$ cat src/design/fbb_pkg.sv
`default_nettype none
// ---------------------------------------------------------------------------
// fbb_pkg
// shared constants, request codes, state type and control structs for the
// free block bitmap
// ---------------------------------------------------------------------------
package fbb_pkg;

  localparam int MAX_BLOCKS = 4096;
  localparam int WORD_BITS  = 32;
  localparam int MAP_WORDS  = (MAX_BLOCKS + WORD_BITS - 1) / WORD_BITS;
  localparam int ADDR_W     = $clog2(MAP_WORDS);
  localparam int BIT_W      = $clog2(WORD_BITS);
  localparam int BLK_W      = $clog2(MAX_BLOCKS) + 1;
  localparam int END_W      = BLK_W + 1;

  localparam int KIND_W     = 2;
  localparam int START_W    = 12;
  localparam int COUNT_W    = 13;
  localparam int CFG_W      = 13;
  localparam int IN_DATA_W  = 32;
  localparam int OUT_DATA_W = 16;
  localparam int PADDR_W    = 3;
  localparam int PDATA_W    = 32;

  localparam logic [KIND_W-1:0] KIND_FORMAT = 2'd0;
  localparam logic [KIND_W-1:0] KIND_MARK   = 2'd1;
  localparam logic [KIND_W-1:0] KIND_FREE   = 2'd2;
  localparam logic [KIND_W-1:0] KIND_FIND   = 2'd3;

  localparam logic [0:0] REG_DISK_BLOCKS     = 1'b0;
  localparam logic [0:0] REG_RESERVED_BLOCKS = 1'b1;

  localparam logic [CFG_W-1:0] DISK_BLOCKS_RST     = CFG_W'(MAX_BLOCKS);
  localparam logic [CFG_W-1:0] RESERVED_BLOCKS_RST = '0;

  typedef enum logic [2:0] {
    S_IDLE,
    S_SETUP,
    S_SCAN,
    S_DRAIN,
    S_RESULT
  } fbb_state_t;

  typedef struct packed {
    logic              load;
    logic              rd_en;
    logic [ADDR_W-1:0] rd_addr;
  } fbb_cmd_t;

  typedef struct packed {
    logic              empty;
    logic [ADDR_W-1:0] w_first;
    logic [ADDR_W-1:0] w_last;
  } fbb_sts_t;

endpackage : fbb_pkg
`default_nettype wire

$ cat src/design/fbb_ctrl.sv
`default_nettype none
// ---------------------------------------------------------------------------
// fbb_ctrl
// request sequencer: takes a request, walks the map words of its span and
// hands the result to the output register
// ---------------------------------------------------------------------------
module fbb_ctrl (
  input  wire logic                clk,
  input  wire logic                rst_n,
  input  wire logic                in_tvalid,
  output logic                     in_tready,
  input  wire logic                out_busy,
  output logic                     res_load,
  input  wire fbb_pkg::fbb_sts_t   sts,
  output fbb_pkg::fbb_cmd_t        cmd
);

  fbb_pkg::fbb_state_t state_r, state_nxt;
  logic [fbb_pkg::ADDR_W-1:0] cnt_r, cnt_nxt;

  always_ff @(posedge clk) begin
    if (!rst_n) begin
      state_r <= fbb_pkg::S_IDLE;
      cnt_r   <= '0;
    end else begin
      state_r <= state_nxt;
      cnt_r   <= cnt_nxt;
    end
  end

  always_comb begin
    state_nxt = state_r;
    unique case (state_r)
      fbb_pkg::S_IDLE:   if (in_tvalid) state_nxt = fbb_pkg::S_SETUP;
      fbb_pkg::S_SETUP:  state_nxt = sts.empty ? fbb_pkg::S_RESULT : fbb_pkg::S_SCAN;
      fbb_pkg::S_SCAN:   if (cnt_r == sts.w_last) state_nxt = fbb_pkg::S_DRAIN;
      fbb_pkg::S_DRAIN:  state_nxt = fbb_pkg::S_RESULT;
      fbb_pkg::S_RESULT: if (!out_busy) state_nxt = fbb_pkg::S_IDLE;
      default:           state_nxt = fbb_pkg::S_IDLE;
    endcase
  end

  always_comb begin
    in_tready   = 1'b0;
    res_load    = 1'b0;
    cmd.load    = 1'b0;
    cmd.rd_en   = 1'b0;
    cmd.rd_addr = cnt_r;
    cnt_nxt     = cnt_r;
    unique case (state_r)
      fbb_pkg::S_IDLE: begin
        in_tready = 1'b1;
        cmd.load  = in_tvalid;
      end
      fbb_pkg::S_SETUP:  cnt_nxt = sts.w_first;
      fbb_pkg::S_SCAN: begin
        cmd.rd_en = 1'b1;
        cnt_nxt   = cnt_r + fbb_pkg::ADDR_W'(1);
      end
      fbb_pkg::S_DRAIN:  ;
      fbb_pkg::S_RESULT: res_load = !out_busy;
      default:           ;
    endcase
  end

  a_scan_in_span: assert property (@(posedge clk) disable iff (!rst_n)
    (state_r == fbb_pkg::S_SCAN) |-> (cnt_r <= sts.w_last))
    else $error("word counter ran past end of span");

endmodule : fbb_ctrl
`default_nettype wire

$ cat config.mk
export PLATFORM = sky130hd
export DESIGN_NAME = fbb_ctrl
export DESIGN_NICKNAME = d
export VERILOG_FILES = /design/src/design/fbb_pkg.sv /design/src/design/fbb_ctrl.sv
export SDC_FILE = /design/constraint.sdc
export NUM_CORES = 1
export LEC_CHECK = 0
export BUFFER_PORTS_ARGS = -buffer_cell sky130_fd_sc_hd__buf_2
export CORE_MARGIN = 4
export CORE_UTILIZATION = 45
export DETAILED_ROUTE_END_ITERATION = 12
export HOLD_SLACK_MARGIN = 0.03
export PLACE_DENSITY_LB_ADDON = 0.3
export SLEW_MARGIN = 0
export SYNTH_ARGS = -nofsm -noshare
export SYNTH_HDL_FRONTEND = slang
export SYNTH_SLANG_ARGS = --single-unit
export TNS_END_PERCENT = 10
$ cat constraint.sdc
create_clock -name clk -period 4.5 [get_ports clk]
set_clock_uncertainty 0.1 [all_clocks]
set_input_delay 0.45 -clock clk [delete_from_list [all_inputs] [get_ports clk]]
set_output_delay 0.45 -clock clk [all_outputs]
set_load 0.02 [all_outputs]
==> results of run 1 <==
[how the worst max path moves through the flow]
stage / start / to / slack [ns]
2_1_floorplan: state_r[1] / res_load / 2.67
3_3_place_gp: state_r[1] / cmd[7] / 2.65
3_5_place_dp: state_r[1] / cmd[7] / 2.61
4_1_cts: state_r[1] / cmd[7] / 2.32
5_1_grt: state_r[1] / cmd[7] / 2.23
6_report: state_r[1] / cmd[7] / 2.31
[where the power goes]
| group | switching, mW | leakage [nW] | internal [mW] |
|---|---|---|---|
| logic | 0.0323 | 0.282 | 0.0275 |
| registers | 0.0124 | 0.0819 | 0.0953 |
| clock network | 0.0351 | 0.0210 | 0.0491 |
[tightest hold or removal path, stage by stage]
cell and delay [ns]:
buf_2 0.08, a221oi_1 0.06, nor2_1 0.07
[state kept, by name, indices dropped and copies added (netlist names)]
| register | cells |
|---|---|
| state_r | 3 |
| cnt_r | 7 |
[placed cells by master (no fill, tap or decap), types with 3 or more instances in the layout]
master	netlist	final
a21oi_1	4	4
xor2_1	7	7
clkbuf_4	0	3
dfxtp_1	10	10
nand3_1	4	4
buf_2	0	29
nor2_1	10	10
nor3_1	3	3
[kinds of logic after synthesis]
family	count (synthesis)
fa+ha+maj	1
xor+xnor	8
mux	1
compound gates	18
simple gates	31
flops	10
buf+inv	7
[routing by layer]
metal | vias up | GRT usage
li1 | 338 | -
met1 | 296 | 0.2204
met2 | 31 | 0.2813
met3 | 2 | 0.02372
met4 | 0 | 0.05848
met5 | - | 0
[cell type report]
| class | instances | area (µm²) |
|---|---|---|
| Sequential cell | 10 | 200.2 |
| Fill cell | 125 | 509.2 |
| Timing Repair Buffer | 29 | 145.1 |
| Multi-Input combinational cell | 59 | 394.1 |
| Clock buffer | 4 | 36.28 |
| Inverter | 3 | 13.76 |
| Tap cell | 15 | 18.77 |
[stage by stage]
step / hold WS, ns / worst slack (ns)
6_report: 0.3279 / 2.315
5_1_grt: 0.3367 / 2.227
4_1_cts: 0.3273 / 2.322
3_5_place_dp: 0.4279 / 2.613
3_3_place_gp: 0.4151 / 2.651
2_1_floorplan: 0.4162 / 2.667
==> impl_metrics.toml, run 1 <==
[run_status]
outcome = "finished, final reports clean"

[timing]
worst_pin_slew_ns = 0.3820
fmax_mhz = 457.6
rsz0062_at_grt = "false"
finalCritPeriodShare = 0.4856
relSlewSlack = 0.7442
finalHoldViolations = 0
fin_setup_tns_ns = 0
setup_viol = 0
report.final.slew_viol_count = 0
min_period_ns = 2.185

[floorplan]
die-area_um2 = 2084
io_pins = 30
core_area_um2 = 1318
die_y_um = 45.66
initial_core_util = 0.4843
rows = 13
die_w_um = 45.66

[drt]
drt_wl_total_um = 1585
wire_per_inst_um = 13.21
drt-initial-drc-count = 39
drt_first_pass_iters = 4
m1WireLength_um = 692
vias_per_cell = 5.558
num_vias = 667
antenna_left = 0
wl_met3_um = 100
top_layer = "met4"
dr_wl_met2_um = 783
drc = 0

[synthesis]
synth_top_family_by_area = "simple AND/OR/NAND/NOR gates"
syn-num-nets = 96
ys_seq_area_frac = 0.3137
synth-edff-count = 0
synth_warnings = 0
synth_xor_area_frac = 0.1098
ys_ff_latch = 10
synth_compound_area_frac = 0.2118
syn_area_um2 = 638.1
synth_common_cells = "10 x dfxtp_1, 10 x nor2_1, 7 x xor2_1, 4 x a21oi_1, 4 x nand3_1"
async_flop_share = 0
synth_ff_type = "dfxtp_1"
yosysUniqueCellTypes = 34
synth_top_area_frac = 0.3137
synth.area.top_cells = "dfxtp_1 31%, xor2_1 9.6%, nor2_1 5.9%"
avgSynthCellArea_um2 = 8.396
muxShareOfSynthArea = 0.01569
yosysTopAreaCell = "dfxtp_1"
syn-instance-count = 76
yosys.area_share.simple = 0.2608
synthAdderAreaFrac = 0.01961

[pwr]
p_leak_nw = 0.3851
peakVddDrop_mv = 0.1476
power.density_nw_per_um2 = 311.2
power.total_mw = 0.2515

[global_routing]
grt_overflow = 0
grt_pass1_vias = 618
grtUsageTotal = 0.1694
grt_max_degree = 13
antenna_found_initial = 0
grt_pass1_wl_um = 2615

[worst_hold_path]
holdCritPathClass = "in -> reg"
holdCritStartpoint = "sts[7]"
holdPathStages = 3
worst_hold_path.endpoint = "cnt_r[0]"

[cts]
h-tree-depth = 1
cts_resized = 0
ctsHoldBuffers = 0
cts.clk_slew.worst_paths_ns = 0.08
clock_latency_ns = 0.26
max-clock-path-buffers = 2
cts_tree = "built"
postCtsSetupRepairBufs = 0
cts_root_buf = "clkbuf_4"
cts_buffers = 3
cts.sinks = 10

[finish]
finish.utilization = 0.6135
drive_gt1_frac = 0.3524
design_area_um2 = 808.3
syn2layout_area_growth_pct = 26.67
antenna_cells = 0
fin_cells = 120
fin_nets = 126

[critical_path]
crit_slowest_cell = "dfxtp_1"
r2r.worst_path.cells = 5
criticalPathCategory = "reg -> out"
cp.arrival_ns = 1.64
crit_path_start_kind = "flip-flop"
rr_startpoint = "state_r[1]"
required_ns = 3.95
path_buf_inv = 2
cp.depth = 3
worstPathCellList = "or3b_1 -> inv_4 -> buf_2"
max_stage_delay_ns = 0.54
critPathTopFamily = "flip-flops"
crit_path_max_fanout = 12
endpoint_kind = "primary output"
r2r_end = "cnt_r[0]"
rrSetupSlack_ns = 2.69

[placement]
dp_hpwl_um = 1237
gp_congestion = 0.8342
port_buffers = 29
dp.cells = 116
placed_area_um2 = 772.0

[flow_run]
maxCapViolCount = 0
Power figures use the tool's default switching activity.
==> run 2: changes to the inputs <==
--- a/config.mk
+++ b/config.mk
@@ -5,9 +5,10 @@
 export SDC_FILE = /design/constraint.sdc
 export NUM_CORES = 1
 export LEC_CHECK = 0
+export ABC_AREA = 1
 export BUFFER_PORTS_ARGS = -buffer_cell sky130_fd_sc_hd__buf_2
 export CORE_MARGIN = 4
-export CORE_UTILIZATION = 45
+export CORE_UTILIZATION = 42
 export DETAILED_ROUTE_END_ITERATION = 12
 export HOLD_SLACK_MARGIN = 0.03
 export PLACE_DENSITY_LB_ADDON = 0.3
==> constraint.sdc (replaced) <==
create_clock -name clk -period 1.9 [get_ports clk]
set_clock_uncertainty 0.1 [all_clocks]
set_input_delay 0.19 -clock clk [delete_from_list [all_inputs] [get_ports clk]]
set_output_delay 0.19 -clock clk [all_outputs]
set_load 0.02 [all_outputs]
==> impl_metrics.toml, run 2 <==
[synthesis]
syn_area_um2 = 740.7
ys_seq_area_frac = 0.2703
synth_ff_type = "dfxtp_1"
avgSynthCellArea_um2 = 5.787
async_flop_share = 0
synthMostInstantiatedCell = "nand2_1"
synth_warnings = 0
ys_ff_latch = 10
yosysTopAreaCell = "dfxtp_1"
syn-num-nets = 148
synth_common_cells = "43 x nand2_1, 20 x inv_1, 17 x nor2_1, 10 x dfxtp_1, 7 x nand3_1"
yosysUniqueCellTypes = 23
synth-edff-count = 0
syn-instance-count = 128
synth.area.top_cells = "dfxtp_1 27%, nand2_1 22%, inv_1 10%"
synth_top_area_frac = 0.2703

[timing]
worst_pin_slew_ns = 0.3191
rsz0062_at_grt = "false"
finalCritPeriodShare = 0.8291
setup_viol = 0
report.final.slew_viol_count = 0
fmax_mhz = 634.8
fin_setup_tns_ns = 0
relSlewSlack = 0.7870
min_period_ns = 1.575
finalHoldViolations = 0
hold_ws_ns = 0.08427

[critical_path]
rrSetupSlack_ns = 0.57
crit_path_max_fanout = 9
cp.depth = 3
crit_start = "state_r[1]"
r2r.worst_path.cells = 6
endpoint_kind = "primary output"
cp-endpoint = "cmd[7]"
max_stage_delay_ns = 0.51
worstPathCellList = "nand2_4 -> inv_2 -> buf_2"
criticalPathCategory = "reg -> out"
required_ns = 1.61
crit_slowest_cell = "dfxtp_1"
cp.arrival_ns = 1.29
path_buf_inv = 2
crit_path_start_kind = "flip-flop"
critPathTopFamily = "flip-flops"
r2r_end = "cnt_r[6]"
rr_startpoint = "cnt_r[1]"

[placement]
port_buffers = 29
dp_hpwl_um = 1545
gp_congestion = 0.8669

[global_routing]
grt_pass1_wl_um = 3042
grtUsageTotal = 0.1613
grt_overflow = 0
antenna_found_initial = 0
grt_pass1_vias = 742
grt_max_degree = 10

[floorplan]
io_pins = 30
rows = 14
initial_core_util = 0.4698
die-area_um2 = 2500
core_area_um2 = 1577
die_y_um = 50.00
die_w_um = 50.00

[finish]
top_regs = "cnt_r: 7 flops, state_r: 3 flops"
fin_nets = 181
final_common_cell = "nand2_1"
antenna_cells = 0
largest_register_ffs = 7
drive_gt1_frac = 0.2563
regMostFlops = "cnt_r"
syn2layout_area_growth_pct = 26.35
layout_common_cells = "43 x nand2_1, 29 x buf_2, 20 x inv_1, 17 x nor2_1, 10 x dfxtp_1"

[drt]
drt_first_pass_iters = 4
num_vias = 910
vias_per_cell = 5.170
drc = 0
drt-initial-drc-count = 43
wire_per_inst_um = 11.25
drt_wl_total_um = 1980
antenna_left = 0

[pwr]
power.density_nw_per_um2 = 837.6
peakVddDrop_mv = 0.3981
p_leak_nw = 0.5156

[cts]
cts.clk_slew.worst_paths_ns = 0.07
cts_tree = "built"
h-tree-depth = 1
cts.sinks = 10
clock_latency_ns = 0.27
cts_root_buf = "clkbuf_4"
cts_resized = 0
max-clock-path-buffers = 2
cts_buffers = 3

[run_status]
outcome = "finished, final reports clean"

[worst_hold_path]
holdCritPathClass = "in -> reg"

[flow_run]
maxCapViolCount = 0
[run 2: changes by cell type in the layout (fill, tap and decap cells not counted), sizes merged, moves of 4 or more]
cell / previous run / this run
inv: 3 / 23
nand3: 4 / 8
o21ai: 1 / 7
nand2: 2 / 45
nor2: 11 / 18
xor2: 7 / 1
[run 2: worst min path at each step]
| stage | to | startpoint | depth (start not counted) | slack, ns |
|---|---|---|---|---|
| floorplan | state_r[1] | sts[14] | 1 | 0.18 |
| global placement | state_r[1] | sts[14] | 2 | 0.29 |
| detailed placement | state_r[1] | sts[14] | 2 | 0.30 |
| CTS | cnt_r[3] | rst_n | 3 | 0.08 |
| global route | cnt_r[3] | rst_n | 3 | 0.08 |
| finish | cnt_r[3] | rst_n | 3 | 0.08 |
[run 2: area by class of cell]
class / instances / area [µm²]
clock buffers: 4 / 36.28
fillers: 162 / 640.6
inverters: 23 / 86.33
multi-input cells: 93 / 437.9
flip-flops and latches: 10 / 200.2
well taps: 16 / 20.02
repair buffers: 30 / 155.1
[run 2: repair_timing]
action                     in CTS  in global routing
setup endpoints to repair       0                  0
setup buffers                   0                  0
hold buffers                    1                  0
hold endpoints to repair        1                  0
[run 2: power breakdown]
group / total (mW) / leakage (nW) / switching (mW) / internal [mW]
clock: 0.201 / 0.0210 / 0.0843 / 0.117
sequential: 0.287 / 0.0820 / 0.0465 / 0.240
combinational: 0.296 / 0.413 / 0.187 / 0.109
total: 0.784 / 0.516 / 0.318 / 0.466
[run 2: logic make-up (layout without fill, tap and decap cells)]
family / after synthesis / count (layout) / share of synthesized area
simple gates: 73 / 73 / 0.4189
buf+inv: 25 / 57 / 0.1385
fa+ha+maj: 1 / 1 / 0.01689
compound gates: 18 / 18 / 0.1436
flops: 10 / 10 / 0.2703
xor+xnor: 1 / 1 / 0.01183
[run 2: routing by layer]
| layer | up-vias | part of all wire | GRT usage |
|---|---|---|---|
| met2 | 51 | 0.46 | 0.2674 |
| met3 | 3 | 0.11 | 0.06325 |
| li1 | 462 | - | - |
| met1 | 394 | 0.42 | 0.1856 |
| met5 | - | 0 | 0 |
| met4 | 0 | 0.012 | 0.05530 |
[run 2: tightest hold or removal path, cell delays in order]
cell     delay, ns
buf_2         0.13
nand2_1       0.07
nor2_1        0.03
[run 2: per-stage QoR]
stage	util	power (mW)	area (µm²)	std cells	setup slack, ns
2_1_floorplan	-	0.4956	740.7	128	0.4711
3_3_place_gp	0.5643	0.5749	889.6	171	0.6350
3_5_place_dp	0.5643	0.5834	889.6	171	0.5909
4_1_cts	0.5937	0.7859	935.9	176	0.3358
5_1_grt	0.5937	0.8392	935.9	176	0.2572
6_report	0.5937	0.7839	935.9	176	0.3248
