===== src/design/fbb_pkg.sv =====
`default_nettype none
// ---------------------------------------------------------------------------
// fbb_pkg
// shared constants, request codes, state type and control structs for the
// free block bitmap
// ---------------------------------------------------------------------------
package fbb_pkg;

  localparam int MAX_BLOCKS = 4096;
  localparam int WORD_BITS  = 32;
  localparam int MAP_WORDS  = (MAX_BLOCKS + WORD_BITS - 1) / WORD_BITS;
  localparam int ADDR_W     = $clog2(MAP_WORDS);
  localparam int BIT_W      = $clog2(WORD_BITS);
  localparam int BLK_W      = $clog2(MAX_BLOCKS) + 1;
  localparam int END_W      = BLK_W + 1;

  localparam int KIND_W     = 2;
  localparam int START_W    = 12;
  localparam int COUNT_W    = 13;
  localparam int CFG_W      = 13;
  localparam int IN_DATA_W  = 32;
  localparam int OUT_DATA_W = 16;
  localparam int PADDR_W    = 3;
  localparam int PDATA_W    = 32;

  localparam logic [KIND_W-1:0] KIND_FORMAT = 2'd0;
  localparam logic [KIND_W-1:0] KIND_MARK   = 2'd1;
  localparam logic [KIND_W-1:0] KIND_FREE   = 2'd2;
  localparam logic [KIND_W-1:0] KIND_FIND   = 2'd3;

  localparam logic [0:0] REG_DISK_BLOCKS     = 1'b0;
  localparam logic [0:0] REG_RESERVED_BLOCKS = 1'b1;

  localparam logic [CFG_W-1:0] DISK_BLOCKS_RST     = CFG_W'(MAX_BLOCKS);
  localparam logic [CFG_W-1:0] RESERVED_BLOCKS_RST = '0;

  typedef enum logic [2:0] {
    S_IDLE,
    S_SETUP,
    S_SCAN,
    S_DRAIN,
    S_RESULT
  } fbb_state_t;

  typedef struct packed {
    logic              load;
    logic              rd_en;
    logic [ADDR_W-1:0] rd_addr;
  } fbb_cmd_t;

  typedef struct packed {
    logic              empty;
    logic [ADDR_W-1:0] w_first;
    logic [ADDR_W-1:0] w_last;
  } fbb_sts_t;

endpackage : fbb_pkg
`default_nettype wire


===== src/design/fbb_dpath.sv =====
`default_nettype none
// ---------------------------------------------------------------------------
// fbb_dpath
// bitmap word memory with per-word valid bits, run bounds and the per-word
// update and first-free search
// ---------------------------------------------------------------------------
module fbb_dpath (
  input  wire logic                         clk,
  input  wire logic                         rst_n,
  input  wire fbb_pkg::fbb_cmd_t            cmd,
  input  wire logic [fbb_pkg::KIND_W-1:0]   kind,
  input  wire logic [fbb_pkg::START_W-1:0]  start_block,
  input  wire logic [fbb_pkg::COUNT_W-1:0]  block_count,
  input  wire logic [fbb_pkg::CFG_W-1:0]    disk_blocks,
  input  wire logic [fbb_pkg::CFG_W-1:0]    reserved_blocks,
  output fbb_pkg::fbb_sts_t                 sts,
  output logic [fbb_pkg::START_W-1:0]       free_block,
  output logic                              found,
  output logic                              status
);

  logic [fbb_pkg::WORD_BITS-1:0] mem [fbb_pkg::MAP_WORDS];
  logic [fbb_pkg::MAP_WORDS-1:0] valid_r;

  logic [fbb_pkg::KIND_W-1:0]    kind_r;
  logic [fbb_pkg::BLK_W-1:0]     lo_r, hi_r;
  logic                          clip_r;
  logic [fbb_pkg::BLK_W-1:0]     lo_nxt, hi_nxt;
  logic                          clip_nxt;
  logic [fbb_pkg::BLK_W-1:0]     lim;
  logic [fbb_pkg::END_W-1:0]     lo_ext, end_ext;
  logic [fbb_pkg::BLK_W-1:0]     hi_m1;

  logic                          p_valid_r;
  logic [fbb_pkg::ADDR_W-1:0]    p_addr_r;
  logic [fbb_pkg::WORD_BITS-1:0] rdata_r;
  logic                          rvld_r;

  logic [fbb_pkg::WORD_BITS-1:0] word, mask, cand, wr_data;
  logic [fbb_pkg::BIT_W-1:0]     hit_idx;
  logic                          hit, wr_en;
  logic [fbb_pkg::BLK_W-1:0]     blk;

  logic                          found_r;
  logic [fbb_pkg::START_W-1:0]   fb_r;

  // request bounds
  always_comb begin
    lim = (disk_blocks > fbb_pkg::BLK_W'(fbb_pkg::MAX_BLOCKS)) ?
          fbb_pkg::BLK_W'(fbb_pkg::MAX_BLOCKS) : disk_blocks;
    unique case (kind) inside
      fbb_pkg::KIND_FORMAT: begin
        lo_ext  = '0;
        end_ext = fbb_pkg::END_W'(reserved_blocks);
      end
      fbb_pkg::KIND_MARK, fbb_pkg::KIND_FREE: begin
        lo_ext  = fbb_pkg::END_W'(start_block);
        end_ext = fbb_pkg::END_W'(start_block) + fbb_pkg::END_W'(block_count);
      end
      default: begin
        lo_ext  = '0;
        end_ext = fbb_pkg::END_W'(lim);
      end
    endcase
    lo_nxt   = fbb_pkg::BLK_W'(lo_ext);
    hi_nxt   = (end_ext > fbb_pkg::END_W'(lim)) ? lim : fbb_pkg::BLK_W'(end_ext);
    clip_nxt = (kind != fbb_pkg::KIND_FIND) && (end_ext > lo_ext) &&
               (end_ext > fbb_pkg::END_W'(lim));
  end

  always_ff @(posedge clk) begin
    if (cmd.load) begin
      kind_r <= kind;
      lo_r   <= lo_nxt;
      hi_r   <= hi_nxt;
      clip_r <= clip_nxt;
    end
  end

  assign hi_m1       = hi_r - fbb_pkg::BLK_W'(1);
  assign sts.empty   = (hi_r <= lo_r);
  assign sts.w_first = lo_r[fbb_pkg::BIT_W +: fbb_pkg::ADDR_W];
  assign sts.w_last  = hi_m1[fbb_pkg::BIT_W +: fbb_pkg::ADDR_W];

  // map memory, registered read
  always_ff @(posedge clk) begin
    if (wr_en) begin
      mem[p_addr_r] <= wr_data;
    end
    if (cmd.rd_en) begin
      rdata_r <= mem[cmd.rd_addr];
      rvld_r  <= valid_r[cmd.rd_addr];
      p_addr_r <= cmd.rd_addr;
    end
  end

  always_ff @(posedge clk) begin
    if (!rst_n) begin
      valid_r   <= '0;
      p_valid_r <= 1'b0;
    end else begin
      p_valid_r <= cmd.rd_en;
      if (cmd.load && (kind == fbb_pkg::KIND_FORMAT)) begin
        valid_r <= '0;
      end else if (wr_en) begin
        valid_r[p_addr_r] <= 1'b1;
      end
    end
  end

  // word update and search
  always_comb begin
    word = rvld_r ? rdata_r : '0;
    for (int j = 0; j < fbb_pkg::WORD_BITS; j++) begin
      blk     = fbb_pkg::BLK_W'({p_addr_r, fbb_pkg::BIT_W'(j)});
      mask[j] = (blk >= lo_r) && (blk < hi_r);
    end
    cand    = ~word & mask;
    hit     = |cand;
    hit_idx = '0;
    for (int j = fbb_pkg::WORD_BITS - 1; j >= 0; j--) begin
      if (cand[j]) begin
        hit_idx = fbb_pkg::BIT_W'(j);
      end
    end
    wr_data = (kind_r == fbb_pkg::KIND_FREE) ? (word & ~mask) : (word | mask);
    wr_en   = p_valid_r && (kind_r != fbb_pkg::KIND_FIND);
  end

  always_ff @(posedge clk) begin
    if (!rst_n) begin
      found_r <= 1'b0;
      fb_r    <= '0;
    end else if (cmd.load) begin
      found_r <= 1'b0;
      fb_r    <= '0;
    end else if (p_valid_r && (kind_r == fbb_pkg::KIND_FIND) && hit && !found_r) begin
      found_r <= 1'b1;
      fb_r    <= fbb_pkg::START_W'({p_addr_r, hit_idx});
    end
  end

  assign free_block = fb_r;
  assign found      = found_r;
  assign status     = clip_r;

  a_found_holds: assert property (@(posedge clk) disable iff (!rst_n)
    (found_r && !cmd.load) |=> (found_r && $stable(fb_r)))
    else $error("found result changed before next request");

  a_write_in_run: assert property (@(posedge clk) disable iff (!rst_n)
    wr_en |-> (lo_r < hi_r))
    else $error("map write for an empty run");

endmodule : fbb_dpath
`default_nettype wire


===== config.mk =====
export PLATFORM = sky130hd
export DESIGN_NAME = fbb_dpath
export DESIGN_NICKNAME = d
export VERILOG_FILES = /design/src/design/fbb_pkg.sv /design/src/design/fbb_dpath.sv
export SDC_FILE = /design/constraint.sdc
export NUM_CORES = 2
export LEC_CHECK = 0
export BUFFER_PORTS_ARGS = -buffer_cell sky130_fd_sc_hd__buf_2
export CORE_UTILIZATION = 70
export CTS_BUF_LIST = sky130_fd_sc_hd__clkbuf_8
export CTS_CLUSTER_SIZE = 28
export DETAILED_ROUTE_END_ITERATION = 12
export GPL_TIMING_DRIVEN = 0
export PLACE_DENSITY = 0.87
export SLEW_MARGIN = 40
export SYNTH_ARGS = -nofsm -noshare
export SYNTH_HDL_FRONTEND = slang
export SYNTH_SLANG_ARGS = --single-unit

===== constraint.sdc =====
create_clock -name clk -period 14.3 [get_ports clk]
set_input_delay 2.86 -clock clk [delete_from_list [all_inputs] [get_ports clk]]
set_output_delay 2.86 -clock clk [all_outputs]
set_load 0.01 [all_outputs]

==> results of run 1 <==
==> stage by stage <==
stage	setup WS, ps	cell area, um2	setup TNS (ps)	utilization	hold slack, ps
after CTS	7552	194000	0	0.8147	481.8
after detailed placement	6711	182200	0	0.7651	466.2
after floorplan	5459	167700	0	-	434.8
after global placement	-2138	172200	-1844610	0.7232	442.9
==> kinds of logic after synthesis <==
group           synth area share
compound gates           0.01262
xor+xnor               0.0008354
fa+ha+maj               0.005117
buf+inv                  0.01092
flops                     0.7624
mux                       0.1905
simple gates             0.01766
==> implementation parameters, run 1 <==
Parameter                              Value

Die
  Initial core utilization    0.7046
  Total I/O pin count    93
  Die Span X    491.5 um
  Number of placement rows    179
  Height of the die    491.5 um

Status
  Terminating stage of the flow    global routing (5_1_grt)
  First error    [ERROR GRT-0228] Horizontal edge usage exceeds the maximum allowed. (33, 38) usage=65535 limit=3200
  Run status    stopped before the end

Synth
  Post-synthesis async set-or-reset flop share    0
  Biggest area contributors in the synthesized netlist    edfxtp_1 75%, mux4_2 19%, dfxtp_1 1.7%
  Number of instances in the synthesized netlist    7235
  Synthesis-stage register bit count    4306
  Synth top area share    0.7454
  Avg Synthesized Cell Area    23.18 um2
  Predominant post-synthesis flop cell    edfxtp_1
  Count of warnings emitted by yosys    0
  Top cells by instance count after synthesis    4164 x edfxtp_1, 1386 x mux4_2, 379 x nor2_1
  Part of the Yosys area used for sequential elements    0.7624
  Syn_nets    7367
  Number of library cell types mapped by synthesis    90
  Leading area contributor after synthesis    edfxtp_1
  Total standard cell area after synthesis    167700 um2
  EDFF count, synth    4164
  Dominant cell by count in the synthesized netlist    edfxtp_1

Clocking
  Clock root buffer    clkbuf_8
  Number of gates resized after cts    0
  Post-CTS setup repair buffer count    0
  Cts hold-fix bufs    0
  Number of sinks driven by the clock tree    4306
  Buffer depth of the longest clock path    4
  Clock buffer count from CTS    648
  H-tree depth reported by CTS    6

Global route
  Maximum number of pins on one net before global-route repair    42
  Initial antenna violation count    162

Place
  Port Buffer Count    92
  Instance count after placement with tap cells included    10939
  Weighted congestion reported at the end of routability-driven placement    0.9934
  HPWL after DPL    379700 um
==> run 2: changes to the inputs <==
--- a/config.mk
+++ b/config.mk
@@ -6,12 +6,10 @@
 export NUM_CORES = 2
 export LEC_CHECK = 0
 export BUFFER_PORTS_ARGS = -buffer_cell sky130_fd_sc_hd__buf_2
-export CORE_UTILIZATION = 70
-export CTS_BUF_LIST = sky130_fd_sc_hd__clkbuf_8
-export CTS_CLUSTER_SIZE = 28
+export CORE_UTILIZATION = 40
 export DETAILED_ROUTE_END_ITERATION = 12
 export GPL_TIMING_DRIVEN = 0
-export PLACE_DENSITY = 0.87
+export PLACE_DENSITY_LB_ADDON = 0.15
 export SLEW_MARGIN = 40
 export SYNTH_ARGS = -nofsm -noshare
 export SYNTH_HDL_FRONTEND = slang
==> implementation parameters, run 2 <==
Parameter                              Value

STA
  Shortest clock period the worst path allows after layout    6593 ps
  Transition time at the pin with the least slew margin    893.6 ps
  RSZ-0062 raised after global routing    false
  Ratio of final minimum period to clock period    0.4610
  Final setup vio count    0
  Final Hold Fails    0
  Max-Slew Margin vs Limit    0.4026
  Clock tree skew after final layout    50.09 ps
  Achievable frequency    151.7 MHz
  Total count of max-transition violations in the final report    0
  Fin worst setup slack    7707 ps

Route
  Detailed-route wire length per cell    33.82 um
  Number of iterations in the first detailed-routing pass    6
  DRC marker count from the first detailed-route iteration    9308
  DRC violations left    0
  Count of nets left with antenna violations after detail routing    0
  Via count normalized by instance count    5.771
  Total number of vias    81826
  DRT Wirelength    479500 um

Synth
  Count of warnings emitted by yosys    0
  Leading area contributor after synthesis    edfxtp_1
  Syn_nets    7367
  Avg Synthesized Cell Area    23.18 um2
  Dominant cell by count in the synthesized netlist    edfxtp_1
  Number of instances in the synthesized netlist    7235
  Post-synthesis async set-or-reset flop share    0
  Synth top area share    0.7454
  Top cells by instance count after synthesis    4164 x edfxtp_1, 1386 x mux4_2, 379 x nor2_1
  EDFF count, synth    4164
  Part of the Yosys area used for sequential elements    0.7624
  Synthesis-stage register bit count    4306
  Total standard cell area after synthesis    167700 um2
  Biggest area contributors in the synthesized netlist    edfxtp_1 75%, mux4_2 19%, dfxtp_1 1.7%
  Predominant post-synthesis flop cell    edfxtp_1
  Number of library cell types mapped by synthesis    90

Power
  Power Total    29.21 mW
  Total power per unit cell area    146.1 nW/um2
  Maximum resistive drop on vdd    105.2 uV
  Leakage power summed over all cells    63.34 nW

Critical path
  Crit-path max FO    10
  Arrival time worst endpoint    3730 ps
  Worst setup path class    reg2out
  Highest cell delay on the worst timing path    440 ps
  Standard cell with the maximum stage delay on the critical path    clkbuf_1
  Worst endpoint required time    11440 ps
  Ordered list of cells on the worst path    clkbuf_1 > inv_1 > ha_1 > nor2b_1 > o21a_1 > o21ai_0 > nand2b_1 > a21oi_1 > o21ai_0 > a21o_1 > a21oi_1 > o21a_1 > buf_2
  Worst setup EP type    output pin
  Startpoint type of the worst setup path    flop

Clocking
  Buffer depth of the longest clock path    4
  Clock buffer count from CTS    439
  Clock latency on the worst-skew pair    990 ps
  TritonCTS clock tree    yes
  H-tree depth reported by CTS    5
  Number of gates resized after cts    0
  Clk slew on worst S/H paths    60 ps
  Post-CTS setup repair buffer count    0
  Number of sinks driven by the clock tree    4306
  Clock root buffer    clkbuf_16
  Cts hold-fix bufs    0

Cells and area
  Most common library cell in the layout ignoring fill and taps    edfxtp_1
  Register with the most flip-flops    mem
  Most frequent cells in the layout    4164 x edfxtp_1, 1386 x mux4_2, 449 x clkbuf_16, 273 x buf_8, 251 x nor2_1
  Max FFs per register    4096
  Registers with the highest flip-flop counts    mem x4096, valid_r x128, rdata_r x32
  Growth of design area from synthesis to finish    19.18%
  Post-layout utilization of the core    0.4795
  Ratio of cells with drive above 1 in the final layout    0.3584
  Filler Cells Inserted    33714
  Net count of the finished layout    8411

Status
  Run status    complete, no violations

Place
  Weighted congestion reported at the end of routability-driven placement    0.8986
  Worst slack at placement    6794 ps
  Port Buffer Count    92
  HPWL after DPL    349600 um

Die
  Number of placement rows    237
  Height of the die    649.6 um
  Die Span X    649.6 um
  Total die area    422000 um2
  Placeable core region    416900 um2
  Initial core utilization    0.4023
  Total I/O pin count    93

Flow run
  Number of maximum-capacitance constraint violations    0

Global route
  Maximum number of pins on one net before global-route repair    42
  Global-route wire length before repair    666600 um
  Initial antenna violation count    62
  Global routing usage summed across all routing layers    0.2258
  Residual overflow from global routing    0
  Via count of the first global-routing pass    83570

Worst hold path
  Classification of the worst-slack hold path    reg2reg
## run 2: cell counts after synthesis
Identical to the previous run, type by type.
## run 2: final timing paths
path                                     from                          end  slack (ps)  depth (start not counted)
setup / recovery            lo_r[1]$_DFFE_PP_                      sts[14]        7710                         13
hold / removal    free_block[11]$_SDFFE_PP0P_  free_block[11]$_SDFFE_PP0P_         470                          2
setup reg to reg        p_addr_r[3]$_DFFE_PP_       mem[102][27]$_DFFE_PP_        8830                         14
hold reg to reg   free_block[11]$_SDFFE_PP0P_  free_block[11]$_SDFFE_PP0P_         470                          2
## run 2: report_power, final
| part | leakage, nW | total (mW) | internal, mW | switching [mW] |
|---|---|---|---|---|
| registers | 39.0 | 14.7 | 14.7 | 0.0362 |
| logic | 17.6 | 3.32 | 1.10 | 2.21 |
| clock network | 6.80 | 11.2 | 6.37 | 4.80 |
| total | 63.3 | 29.2 | 22.2 | 7.05 |
## run 2: metrics by stage
| step | std cells | area (um2) | setup TNS, ps | hold slack, ps |
|---|---|---|---|---|
| after global placement | 12824 | 175100 | -5296240 | 442.4 |
| after detailed placement | 13333 | 185900 | 0 | 457.2 |
| after CTS | 14155 | 199800 | 0 | 468.2 |
| after floorplan | 7235 | 167700 | 0 | 434.8 |
| final | 14178 | 199900 | 0 | 465.9 |
| after global routing | 14163 | 199900 | 0 | 484.4 |
## run 2: critical path, delay by kind of cell (launching register included)
| kind | cells | cell delay [ps] |
|---|---|---|
| AO/OA/AOI/OAI | 7 | 1020 |
| adder cells (fa/ha/maj) | 1 | 350 |
| AND/OR/NAND/NOR | 2 | 210 |
| flip-flops | 1 | 410 |
| buffers and inverters | 3 | 760 |
## run 2: cell families (layout without fill, tap and decap cells)
group,after synthesis,after routing,share of synthesized area
AO/OA/AOI/OAI,282,282,0.01262
adder cells (fa/ha/maj),68,68,0.005117
other,0,21,0
flip-flops,4306,4306,0.7624
XOR/XNOR,16,16,0.0008354
AND/OR/NAND/NOR,666,666,0.01766
multiplexers,1455,1455,0.1905
buffers and inverters,442,1867,0.01092
## run 2: cell type report
| class | count | area (um2) | share of cell area |
|---|---|---|---|
| clock inverter | 257 | 2130 | 0.01065 |
| sequential | 4306 | 127900 | 0.6397 |
| antenna | 21 | 52.55 | 0.0002629 |
| buffer | 379 | 1837 | 0.009188 |
| clock buffer | 565 | 11770 | 0.05888 |
| timing repair buffer | 603 | 9698 | 0.04851 |
| tap | 5497 | 6878 | 0.03440 |
| multi-input combinational | 2487 | 39420 | 0.1972 |
| inverter | 63 | 236.5 | 0.001183 |
## run 2: metal layers
metal  share of wire  track usage  vias up
met4           0.037      0.07688        2
li1                -            -    33241
met2            0.47       0.3527     3231
met1            0.42       0.3206    44770
met5        0.000025            0        -
met3           0.074      0.04230      582
Note: power is estimated with default switching activity, not from simulation.
